**config.mk**
```make
export PLATFORM = sky130hd
export DESIGN_NAME = bfd_prio
export DESIGN_NICKNAME = d
export VERILOG_FILES = /design/src/hdl/bfd_pkg.sv /design/src/hdl/bfd_prio.sv
export SDC_FILE = /design/constraint.sdc
export NUM_CORES = 1
export LEC_CHECK = 0
export BUFFER_PORTS_ARGS = -buffer_cell sky130_fd_sc_hd__buf_4
export CAP_MARGIN = 5
export CORE_MARGIN = 2
export CORE_UTILIZATION = 51
export DETAILED_ROUTE_END_ITERATION = 10
export PLACE_DENSITY = 0.95
export SYNTH_ARGS = -nofsm -noshare
export SYNTH_HDL_FRONTEND = slang
export SYNTH_SLANG_ARGS = --single-unit
```
**constraint.sdc**
```tcl
create_clock -name vclk -period 8.2
set_input_delay 1.64 -clock vclk [all_inputs]
set_output_delay 1.64 -clock vclk [all_outputs]
set_load 0.01 [all_outputs]
```
**src/hdl/bfd_pkg.sv**
```systemverilog
// buffer frame directory package: sizes, op codes and transfer structs
// shared by every module of the directory; depends on nothing
package bfd_pkg;

	localparam int FRAMES       = 64;
	localparam int PIN_BITS     = 8;
	localparam int FILE_ID_BITS = 16;
	localparam int IDX_W        = $clog2(FRAMES);

	localparam logic [PIN_BITS-1:0] PIN_MAX = {PIN_BITS{1'b1}};

	localparam logic [2:0] OP_ALLOC   = 3'd0;
	localparam logic [2:0] OP_LOOKUP  = 3'd1;
	localparam logic [2:0] OP_REG     = 3'd2;
	localparam logic [2:0] OP_UNREG   = 3'd3;
	localparam logic [2:0] OP_PIN     = 3'd4;
	localparam logic [2:0] OP_UNPIN   = 3'd5;
	localparam logic [2:0] OP_VICTIM  = 3'd6;
	localparam logic [2:0] OP_READ    = 3'd7;

	typedef struct packed {
		logic [2:0]  op;
		logic [5:0]  frame_index;
		logic [30:0] page_id;
		logic [15:0] file_id;
	} bfd_req_t;

	typedef struct packed {
		logic        found;
		logic [5:0]  result_frame;
		logic        entry_occupied;
		logic [30:0] entry_page;
		logic [15:0] entry_file;
		logic [7:0]  entry_pins;
	} bfd_rsp_t;

	typedef struct packed {
		logic                    vld;
		logic [2:0]              op;
		logic                    ok;
		logic [IDX_W-1:0]        idx;
		logic [30:0]             page;
		logic [FILE_ID_BITS-1:0] file;
		logic                    alloc_hit;
		logic [IDX_W-1:0]        alloc_idx;
	} bfd_upd_t;

	typedef struct packed {
		logic [FRAMES-1:0]       free;
		logic [FRAMES-1:0]       occ;
		logic [FRAMES-1:0]       match;
		logic [FRAMES-1:0]       unpinned;
		logic                    rd_occ;
		logic [30:0]             rd_page;
		logic [FILE_ID_BITS-1:0] rd_file;
		logic [PIN_BITS-1:0]     rd_pins;
	} bfd_tbl_t;

endpackage

```
**src/hdl/bfd_prio.sv**
```systemverilog
// lowest-index priority encoder over one flag per frame
// depends on bfd_pkg
module bfd_prio (
	input  logic [bfd_pkg::FRAMES-1:0] vec,
	output logic                       hit,
	output logic [bfd_pkg::IDX_W-1:0]  idx
);
	import bfd_pkg::*;

	logic [FRAMES-1:0] low;

	assign low = vec & (~vec + FRAMES'(1));
	assign hit = |vec;

	always_comb begin
		idx = '0;
		for (int i = 0; i < FRAMES; i++) begin
			if (low[i]) begin
				idx = idx | IDX_W'(i);
			end
		end
	end

endmodule

```
### After elaboration in Yosys (flattened, before gate mapping)

Index checks and enable logic that the tools add are counted.

* output and inout port bits: 7
* latch bits: 0
* memory bits (writable): 0
* memory bits (read-only): 0
* input port bits: 64
* flip-flop bits (word level): 0
* memories: 0
* logic and storage cells: 67

* mux-type cells: 63
* multipliers: 0
* $lt $le $gt $ge: 0
* reductions and logical operators: 1
* div/mod/pow operators: 0
* shift operators: 0
* equal/unequal tests: 0
* $add $sub $neg: 1
* bitwise operators: 2

Operators by type and width (number)
* $mux W6: 32
* $mux W5: 16
* $add A64 B1 Y64 const B: 1
* $and A64 B64 Y64: 1
* $not A64 Y64: 1
* $reduce_or A64 Y1: 1
* $mux W4: 8
* $mux W3: 4
* $mux W2: 2
* $mux W1: 1

### Logic depth before layout (Yosys ltp)

* word-level depth: 66
* gate-level depth with buffers: 9
* mapped depth without buffers: 7

### Worst setup path after synthesis

Ideal clock, no wire load.

* path type: input -> output
* start point: in vec[11] (netlist name)
* end point: out idx[2] (netlist name)
* data required time: 6560 ps
* arrival: 3934 ps
* stages: 8
* buffers on the path: 1
* slack: 2626 ps
* cell sequence: or4_4 -> or4b_1 -> buf_2 -> nor4_4 -> nand2_2 -> o32a_1 -> and2_0 -> nand4b_1

* word-level cells in the longest chain between the ends: 55

Ends and longest elaborated chain
* start: declaration: RTL line bfd_prio.sv:4 `input logic [bfd_pkg::FRAMES-1:0] vec,`
* $not A64 Y64 (*): RTL line bfd_prio.sv:12 `assign low = vec & (~vec + FRAMES'(1));`
* $add A64 B1 Y64 (*): RTL line bfd_prio.sv:12
* $and A64 B64 Y64 (*): RTL line bfd_prio.sv:12
* $mux W4 (4 in series): RTL line bfd_prio.sv:18 `if (low[i]) begin`
* $mux W5 (16 in series): RTL line bfd_prio.sv:18
* $mux W6 (31 in series): RTL line bfd_prio.sv:18
* $mux W6 (*): RTL line bfd_prio.sv:18
* end: declaration: RTL line bfd_prio.sv:6 `output logic [bfd_pkg::IDX_W-1:0] idx`

Mark *: on every way between the ends. The rest lies on a longest branch, timed or not.

### Worst setup path in the final report

* start point: in vec[11] (netlist name)
* end point: out idx[5] (netlist name)

* word-level cells in the longest chain between the ends: 35

Ends and longest elaborated chain (RTL line)
* $not A64 Y64 (*): bfd_prio.sv:12
* $add A64 B1 Y64 (*): bfd_prio.sv:12
* $and A64 B64 Y64 (*): bfd_prio.sv:12
* $mux W6 (31 in series): bfd_prio.sv:18
* $mux W6 (*): bfd_prio.sv:18

Marks and branches as above.

==> reports/qor.yml <==
status: "complete, no violations"
critPathMaxStageDelay_ns: 0.70
first_iter_violations: 121
p_leak_nw: 0.690
dpl_worst_slack_ns: 1.86
synthesis.area_um2: 1240
track_usage_pct: 34.6
grt_remaining_overflow: 0
drt_first_pass_iters: 5
met1_usage_pct: 47.6
busiest_layer: "met2"
hold_path_depth: 4
grt_pass1_vias: 1723
die_w_um: 53.3
final_common_cell: "buf_4"
criticalPathCategory: "in -> out"
cp-start-kind: "input port"
cp_max_fo: 14
num_rows: 17
final_cell_mix: "buf_4, nor2_1, nor3_1"
core_area_um2: 2250
met2_usage_pct: 59.3
p_per_area_nw_per_um2: 30.6
grt_pass1_wl_um: 7440
avgSynthCellArea_um2: 6.01
ios: 71
area_growth_pct: 44.3
viasPerCell: 6.89
die-area_um2: 2840
rsz0062_at_grt: "false"
synth_cells: 206
gp_congestion: 0.960
critPathTopFamily: "simple AND/OR/NAND/NOR gates"
design.seq.count: 0
post_cts_buffers: 0
antenna_found_initial: 0
register_area_um2: 0
port_buffers: 71
diodes: 0
cp_num_buf_inv: 2
wire_per_inst_um: 16.0
fmax_ghz: 0.155
cts_resized: 0
drv_slew: 0
cp_cell_sequence: "buf_4, or4_4, or4b_1, nor4_4, nand2_2, o41ai_2, nor4_1, nand4_1, buf_4"
start_util_pct: 54.9
wl_um: 4820
multi_input_area_um2: 1190
timing.final.crit_share_pct: 78.5
peakVddDrop_mv: 0.0337
setup_violations: 0
drc_errors: 0
syn_nets: 270
worst_path_max_delay_cell: "nor4_4"
cap_violations: 0
required_ns: 6.56
seq_area_frac_synth_pct: 0
die_y_um: 53.3
critical_path.most_common_cell: "buf_4"
critical_path_arrival_ns: 4.80
cp.depth: 9
place_hpwl_um: 4120
slew_headroom_pct: 44.8
fin_nets: 339
drive_above_1_share_pct: 27.8
vias: 2074
fin_tns_setup_ns: 0
setup_ws_ns: 1.76
postCtsHoldBufs: 0
hold_viol_final: 0
synth_warnings: 0
nFillCells: 167
clkbuf_count: 0
hold_path_class: "in -> out"
ys_types: 49
use_met3_pct: 2.54
worstMarginPinSlew_ns: 0.821
grt_max_degree: 15
period_needed_ns: 6.44
setup.worst_path.end_class: "primary output"
ant_nets: 0
[synthesized netlist by cell type, drive strengths merged (4+ instances only)]
cell | number | area [um2]
or3 | 7 | 43.8
nor2b | 4 | 25.0
nor3b | 5 | 37.5
nor2 | 32 | 120
nand4b | 7 | 61.3
and2 | 5 | 31.3
nor4 | 15 | 109
a31oi | 4 | 25.0
nor3 | 20 | 100
a21oi | 13 | 65.1
nand3 | 9 | 45.0
nand2 | 15 | 58.8
nand4 | 11 | 68.8
inv | 7 | 26.3
o21ai | 7 | 35.0
[where the power goes]
part	total [mW]	leakage, nW	switching (mW)	internal (mW)
clock network	0	0	0	0
registers	0	0	0	0
logic	0.0546	0.690	0.0258	0.0288
[metrics by stage]
step	power (mW)	instance area (um2)	hold WS (ns)	instances	util (%)
floorplan	0.0160	1240	3.42	206	-
global placement	0.0528	1790	3.58	301	79.2
detailed placement	0.0535	1790	3.60	301	79.2
CTS	0.0537	1790	3.60	301	79.2
global route	0.0595	1790	3.61	301	79.2
finish	0.0546	1790	3.59	301	79.2
[tightest hold or removal path, cell delays in order]
cell and delay (ns):
buf_4 0.08, nor2_1 0.03, nand4_1 0.08, buf_4 0.12
[area by class of cell]
class,count,share of cell area (%)
inverter,7,1.47
multi-input combinational,195,66.7
tap,28,1.96
timing repair buffer,71,29.9
[metal layers]
metal	share of wire [%]	vias up
li1	-	981
met1	41	953
met2	46	132
met3	11	8
met4	1.3	0
met5	0	-
[kinds of logic (layout without fill, tap and decap cells)]
logic type	Yosys count	count (layout)	synth area share (%)
AOI/OAI and AO/OA	54	54	32.0
and+or+nand+nor	141	141	64.3
buffers and inverters	11	78	3.74
[path summary, 6_finish.rpt]
path              startpoint     end  slack, ns
setup / recovery     vec[11]  idx[5]       1.76
hold / removal       vec[63]     hit       3.59
Note: power is estimated with default switching activity, not from simulation.
